$ cat src/design/per_function_completion_tracker_core_macros.svh
// assertion macros for the per-function completion tracker
// included by the top level; no other dependencies
`ifndef PER_FUNCTION_COMPLETION_TRACKER_CORE_MACROS_SVH
`define PER_FUNCTION_COMPLETION_TRACKER_CORE_MACROS_SVH
`ifndef ASSERT_OFF
`define PFCT_ASSERT_IMP(label, clk, rst_n, ante, cons) \
    label: assert property (@(posedge clk) disable iff (!rst_n) (ante) |-> (cons)) \
        else $error("pfct assertion failed");
`define PFCT_ASSERT_NXT(label, clk, rst_n, ante, cons) \
    label: assert property (@(posedge clk) disable iff (!rst_n) (ante) |=> (cons)) \
        else $error("pfct assertion failed");
`else
`define PFCT_ASSERT_IMP(label, clk, rst_n, ante, cons)
`define PFCT_ASSERT_NXT(label, clk, rst_n, ante, cons)
`endif
`endif

$ cat src/design/pfct_pkg.sv
// shared types and constants of the per-function completion tracker
// no dependencies
package pfct_pkg;

    localparam int FN_W   = 5;
    localparam int KEY_W  = 32;
    localparam int CMD_W  = 2;
    localparam int STAT_W = 2;
    localparam int OCNT_W = 4;
    localparam int DCNT_W = 32;

    typedef enum logic [CMD_W-1:0] {
        CMD_REGISTER  = 2'd0,
        CMD_COMPLETE  = 2'd1,
        CMD_RESET_ONE = 2'd2,
        CMD_RESET_ALL = 2'd3
    } cmd_t;

    typedef enum logic [STAT_W-1:0] {
        STAT_OK       = 2'd0,
        STAT_BAD_FUNC = 2'd1,
        STAT_FULL     = 2'd2,
        STAT_NO_MATCH = 2'd3
    } status_t;

    typedef struct packed {
        logic done;
        logic hit;
        logic free_found;
    } scan_stat_t;

endpackage

$ cat src/design/pfct_scan.sv
// slot scanner: walks one function's slots through the key store
// with a single shared key comparator; depends on pfct_pkg
module pfct_scan
    import pfct_pkg::*;
#(
    parameter int CAPACITY = 8,
    parameter int SLOT_W   = (CAPACITY > 1) ? $clog2(CAPACITY) : 1,
    parameter int CNT_W    = $clog2(CAPACITY + 1)
)
(
    input  logic                clk,
    input  logic                rst_n,
    input  logic                start,
    input  logic [KEY_W-1:0]    key,
    input  logic [CAPACITY-1:0] row_valid,
    output logic                rd_en,
    output logic [SLOT_W-1:0]   rd_slot,
    input  logic [KEY_W-1:0]    rd_data,
    output scan_stat_t          stat,
    output logic [SLOT_W-1:0]   hit_slot,
    output logic [SLOT_W-1:0]   free_slot,
    output logic [CNT_W-1:0]    used
);

    localparam logic [SLOT_W-1:0] LAST_SLOT = SLOT_W'(CAPACITY - 1);

    logic              active_reg,    active_next;
    logic [SLOT_W-1:0] rd_slot_reg,   rd_slot_next;
    logic              cmp_vld_reg,   cmp_vld_next;
    logic [SLOT_W-1:0] cmp_slot_reg,  cmp_slot_next;
    logic              hit_reg,       hit_next;
    logic [SLOT_W-1:0] hit_slot_reg,  hit_slot_next;
    logic              free_reg,      free_next;
    logic [SLOT_W-1:0] free_slot_reg, free_slot_next;
    logic [CNT_W-1:0]  used_reg,      used_next;
    logic              done_reg,      done_next;

    always_comb
    begin
        active_next    = active_reg;
        rd_slot_next   = rd_slot_reg;
        cmp_vld_next   = 1'b0;
        cmp_slot_next  = cmp_slot_reg;
        hit_next       = hit_reg;
        hit_slot_next  = hit_slot_reg;
        free_next      = free_reg;
        free_slot_next = free_slot_reg;
        used_next      = used_reg;
        done_next      = 1'b0;
        if (start)
        begin
            active_next  = 1'b1;
            rd_slot_next = '0;
            hit_next     = 1'b0;
            free_next    = 1'b0;
            used_next    = '0;
        end
        else
        begin
            cmp_vld_next  = active_reg;
            cmp_slot_next = rd_slot_reg;
            if (active_reg)
            begin
                if (rd_slot_reg == LAST_SLOT)
                begin
                    active_next = 1'b0;
                end
                else
                begin
                    rd_slot_next = rd_slot_reg + 1'b1;
                end
            end
            if (cmp_vld_reg)
            begin
                if (row_valid[cmp_slot_reg])
                begin
                    used_next = used_reg + 1'b1;
                    if (!hit_reg && (rd_data == key))
                    begin
                        hit_next      = 1'b1;
                        hit_slot_next = cmp_slot_reg;
                    end
                end
                else if (!free_reg)
                begin
                    free_next      = 1'b1;
                    free_slot_next = cmp_slot_reg;
                end
                if (cmp_slot_reg == LAST_SLOT)
                begin
                    done_next = 1'b1;
                end
            end
        end
    end

    always_ff @(posedge clk or negedge rst_n)
    begin
        if (!rst_n)
        begin
            active_reg  <= 1'b0;
            cmp_vld_reg <= 1'b0;
            done_reg    <= 1'b0;
            rd_slot_reg <= '0;
            hit_reg     <= 1'b0;
            free_reg    <= 1'b0;
            used_reg    <= '0;
        end
        else
        begin
            active_reg  <= active_next;
            cmp_vld_reg <= cmp_vld_next;
            done_reg    <= done_next;
            rd_slot_reg <= rd_slot_next;
            hit_reg     <= hit_next;
            free_reg    <= free_next;
            used_reg    <= used_next;
        end
    end

    always_ff @(posedge clk)
    begin
        cmp_slot_reg  <= cmp_slot_next;
        hit_slot_reg  <= hit_slot_next;
        free_slot_reg <= free_slot_next;
    end

    assign rd_en           = active_reg;
    assign rd_slot         = rd_slot_reg;
    assign stat.done       = done_reg;
    assign stat.hit        = hit_reg;
    assign stat.free_found = free_reg;
    assign hit_slot        = hit_slot_reg;
    assign free_slot       = free_slot_reg;
    assign used            = used_reg;

endmodule

$ cat config.mk
export PLATFORM = sky130hd
export DESIGN_NAME = pfct_scan
export DESIGN_NICKNAME = d
export VERILOG_FILES = /design/src/design/per_function_completion_tracker_core_macros.svh /design/src/design/pfct_pkg.sv /design/src/design/pfct_scan.sv
export SDC_FILE = /design/constraint.sdc
export NUM_CORES = 1
export LEC_CHECK = 0
export ABC_AREA = 1
export BUFFER_PORTS_ARGS = -buffer_cell sky130_fd_sc_hd__buf_2
export CAP_MARGIN = 15
export CORE_MARGIN = 2
export CORE_UTILIZATION = 39
export CTS_CLUSTER_SIZE = 24
export DETAILED_ROUTE_END_ITERATION = 8
export PLACE_DENSITY_LB_ADDON = 0.05
export SLEW_MARGIN = 0
export SYNTH_ARGS = -nofsm -noshare
export SYNTH_HDL_FRONTEND = slang
export SYNTH_SLANG_ARGS = --single-unit
$ cat constraint.sdc
create_clock -name clk -period 3.34 [get_ports clk]
set_input_delay 0.167 -clock clk [delete_from_list [all_inputs] [get_ports clk]]
set_output_delay 0.167 -clock clk [all_outputs]
set_load 0.01 [all_outputs]
* Word-level counts from Yosys, hierarchy flattened *
Cells that the tools add are included.
Widths: inputs -> output; s select.

storage, ports and cells
  bits of input ports = 75
  output and inout bits = 17
  logic and storage cells = 55
  flip-flop bits (word level) = 21

cells by class
  $add $sub $neg = 2
  bitwise logic cells = 3
  mux-type cells = 22
  magnitude comparators = 1
  reductions and logical operators = 12
  equal/unequal tests = 5

operator list
  cell                 number
  $eq 32x32->1         1
  $mux 1               15
  $mux 4               3
  $mux 3               3
  $reduce_and 4->1     2
  $reduce_bool 2->1    4
  $eq 3x3->1 const B   2
  $reduce_and 2->1     3
  $add 4x1->4 const B  1
  $lt 3x4->1 const B   1
  $ne 2x2->1 const B   2
  $add 3x1->3 const B  1
  $bmux 1 s3           1
  $not 1->1            3
  $reduce_and 3->1     1
  $logic_and 1x1->1    1
  $logic_not 1->1      1

* Longest topological paths before layout *
  depth in word-level cells = 6
  mapped depth = 9
  mapped depth without buffers = 9

* Least setup slack after synthesis *
OpenSTA, ideal clock, no wires.

  kind = register to register
  start point = register cmp_slot_reg[0]
  end point = register hit_slot_reg[0], in the netlist hit_slot[0] (enable)
  arrival time = 1.122 ns
  stages on the path, launching flop included = 7
  setup time = 0.319 ns
  path buffers = 0
  clock period less this slack = 1.441 ns
  slack = 1.899 ns
  data required time = 3.021 ns
  cells stage by stage = edfxtp_1 > nand2_1 > nand3_1 > nand3_2 > nand2_4 > nand3b_1 > nor2_1

on the way
  word-level cells in the longest chain between the ends = 3

ends and longest elaborated chain
  element                       line              RTL
  start, declared               pfct_scan.sv:30   logic [SLOT_W-1:0] cmp_slot_reg, cmp_slot_next;
  start signal, assigned        pfct_scan.sv:123  cmp_slot_reg <= cmp_slot_next;
  $bmux 1 s3                    pfct_scan.sv:75   if (row_valid[cmp_slot_reg])
  $mux 1 (not written as such)  pfct_scan.sv:75
  $reduce_and 4->1 (no line)    n/a
  end signal, assigned          pfct_scan.sv:124  hit_slot_reg <= hit_slot_next;
  end, declared                 pfct_scan.sv:32   logic [SLOT_W-1:0] hit_slot_reg, hit_slot_next;

No other way between the ends. The select of a mux whose other input is x is not followed.
A chain may end at the register's enable or synchronous reset.

* Worst setup path in the final report *
Same ends and word-level chain as after synthesis.

==> impl_metrics.tcl <==
set metrics [dict create \
    ys_top_cells_by_area "nand2_1, dfrtp_1, edfxtp_1, inv_1, xnor2_1" \
    cp_data_required_time_ns 3.27 \
    globalRoute.totalOverflow 0 \
    dr.pass1.iters 4 \
    wl_per_cell_um 10.07 \
    worst-setup-path-type "reg -> reg" \
    final_nets 439 \
    average_footprint_of_a_synthesized_cell_sq_um 6.541 \
    final_max_slew_viol_count 0 \
    numCtsBuffers 3 \
    netlist_instances 268 \
    port_buffers 91 \
    cts-root-to-sink-buffers 2 \
    cts_num_sinks 21 \
    rr_worst_depth 7 \
    design.die.area_sq_um 5047 \
    worst_hold_slack_ns 0.1344 \
    path_clk_slew_ns 0.08 \
    cp-end-kind "register" \
    row_count 24 \
    pin_count_of_the_biggest_net_entering_global_routing 14 \
    synth_seq_cells 21 \
    synthesis.yosys.warnings 0 \
    cap_viol_max_count 0 \
    synth.largest_area_cell "nand2_1" \
    final_layout_size_suffix_gt1_share_pct 27.78 \
    pwr_density_cell_nw_per_um2 285.2 \
    postRouteWirelength_um 4148 \
    max-slew-margin-rel_pct 74.31 \
    fin_crit_sh_pct 48.84 \
    layout_commonest_cell "buf_2" \
    fin_total_pwr_mw 0.6574 \
    core_area_sq_um 4354 \
    grt_util_all_layers_pct 16.33 \
    max_reg_flops 4 \
    antennaDiodeCount 0 \
    post_cts_buffers 0 \
    max_freq_ghz 0.6131 \
    flow.area_growth_from_synthesis_pct 31.48 \
    crit_path_max_fanout 7 \
    regToRegSetupSlack_ns 1.71 \
    layout.cells.most_common_list "buf_2, nand2_1, inv_1, nor2_1, xnor2_1" \
    worstPathArrival_ns 1.56 \
    finalCriticalPeriod_ns 1.631 \
    viasPerCell 4.386 \
    ant_nets 0 \
    peak_vdd_ir_mv 0.2335 \
    post_synth_instance_area_sq_um 1753 \
    grt_antenna_before_repair 0 \
    dpl_cell_area_sq_um 2247 \
    total_negative_slack_for_setup_checks_ns 0 \
    area_taken_by_multi_input_logic_gates_sq_um 968.4 \
    cts_tree "done" \
    syn-num-nets 346 \
    final_design_area_no_fill_sq_um 2305 \
    htreeDepth 1 \
    setup_repair_after_global_routing_missed_its_margin "false" \
    top_ports 92 \
    number_of_global_route_vias_before_repair 1637 \
    dr.first_iter.drc_count 62 \
    final.setup_skew_ns 0.007634 \
    initial_util_pct 40.26 \
    run_status "finished, final reports clean" \
    hold_depth 2 \
    seq_area_sq_um 570.5 \
    yosysSeqAreaShare_pct 32.55 \
    detailed_place_hpwl_um 3601 \
    tightest_slew_ns 0.3850 \
    final-setup-viol-count 0 \
    gpl.final_weighted_congestion 0.8120 \
    number_of_fill_cells_in_the_layout 475 \
    postLayoutCoreUtil_pct 52.93 \
    yosysUniqueCellTypes 24 \
    clock_root_cell "clkbuf_8" \
    die_h_um 71.04 \
    worst_setup_path_start_kind "register" \
    timing_hold_violations_final 0 \
    drt_drc_violations_left 0 \
    clock_insertion_delay_worst_skew_ns 0.26 \
    floorplan.die.width_um 71.04 \
    power_leakage_nw 1.344 \
    grt_pass1_wl_um 6603 \
    post_synth_top_area_share_pct 18.20 \
    hold_removal_path_class "in -> reg" \
    count_of_vias_placed_by_the_detailed_router 1807 \
]
[cell usage after synthesis]
cell	instances
nand2_1	85
inv_1	49
nor2_1	37
xnor2_1	21
nand3_1	15
dfrtp_1	12
o21ai_0	10
edfxtp_1	9
nand3b_1	4
buf_4	3
ha_1	3
nand4_1	3
xor2_1	3
nand3_2	2
nor2b_1	2
nor3_1	2
a21oi_1	1
and3_1	1
clkbuf_1	1
inv_2	1
nand2_4	1
nor2_4	1
nor4_1	1
o22ai_1	1
[worst max-delay path: stages (launching register included)]
cell,delay (ns)
edfxtp_1,0.47
inv_2,0.09
nand2_1,0.06
nand3_1,0.08
nand3_2,0.12
nand2_4,0.08
nand3b_1,0.15
nor2_1,0.25
[per-layer routing]
layer | vias to the layer above | GRT usage [%] | wire (um)
met4 | 0 | 2.516 | 17
met5 | - | 0 | 0
met1 | 754 | 22.48 | 2026
met3 | 2 | 3.561 | 250
li1 | 995 | - | -
met2 | 56 | 27.00 | 1854
[stage by stage]
stage	cells	setup WS (ns)
2_1_floorplan	268	1.899
5_1_grt	412	1.531
3_5_place_dp	407	1.703
4_1_cts	412	1.679
6_report	412	1.709
3_3_place_gp	407	1.766
[what timing repair did]
| item | in CTS | in global routing |
|---|---|---|
| hold endpoints to repair | 12 | 0 |
| gates resized for setup | 0 | 0 |
| hold buffers | 1 | 0 |
[path summary, 6_finish.rpt]
check / endpoint / startpoint
worst min-delay path: rd_slot[2] / start
worst min register to register: free_reg / free_reg
worst max register to register: hit_slot[0] / cmp_slot_reg[0]
worst max-delay path: hit_slot[0] / cmp_slot_reg[0]
min in group asynchronous: rd_en / rst_n
max in group asynchronous: done_reg / rst_n
[report_power, final]
group	leakage (nW)	switching [mW]	total, mW	internal [mW]
combinational	1.08	0.106	0.198	0.0918
sequential	0.241	0.0127	0.297	0.284
clock	0.0260	0.0779	0.162	0.0846
[cell type report]
| cell class | instances | area share, % |
|---|---|---|
| inverter | 50 | 8.143 |
| tap | 52 | 2.823 |
| clock inverter | 1 | 0.2714 |
| sequential | 21 | 24.76 |
| clock buffer | 3 | 1.792 |
| multi-input combinational | 193 | 42.02 |
| timing repair buffer | 92 | 20.20 |
[logic make-up (layout without fill, tap and decap cells)]
logic type | after synthesis | after routing | share of synthesized area [%]
AO/OA/AOI/OAI | 12 | 12 | 3.498
AND/OR/NAND/NOR | 154 | 154 | 37.62
adder cells (fa/ha/maj) | 3 | 3 | 2.142
buffers and inverters | 54 | 146 | 12.21
XOR/XNOR | 24 | 24 | 11.99
flip-flops | 21 | 21 | 32.55
(Power assumes the default switching activity.)
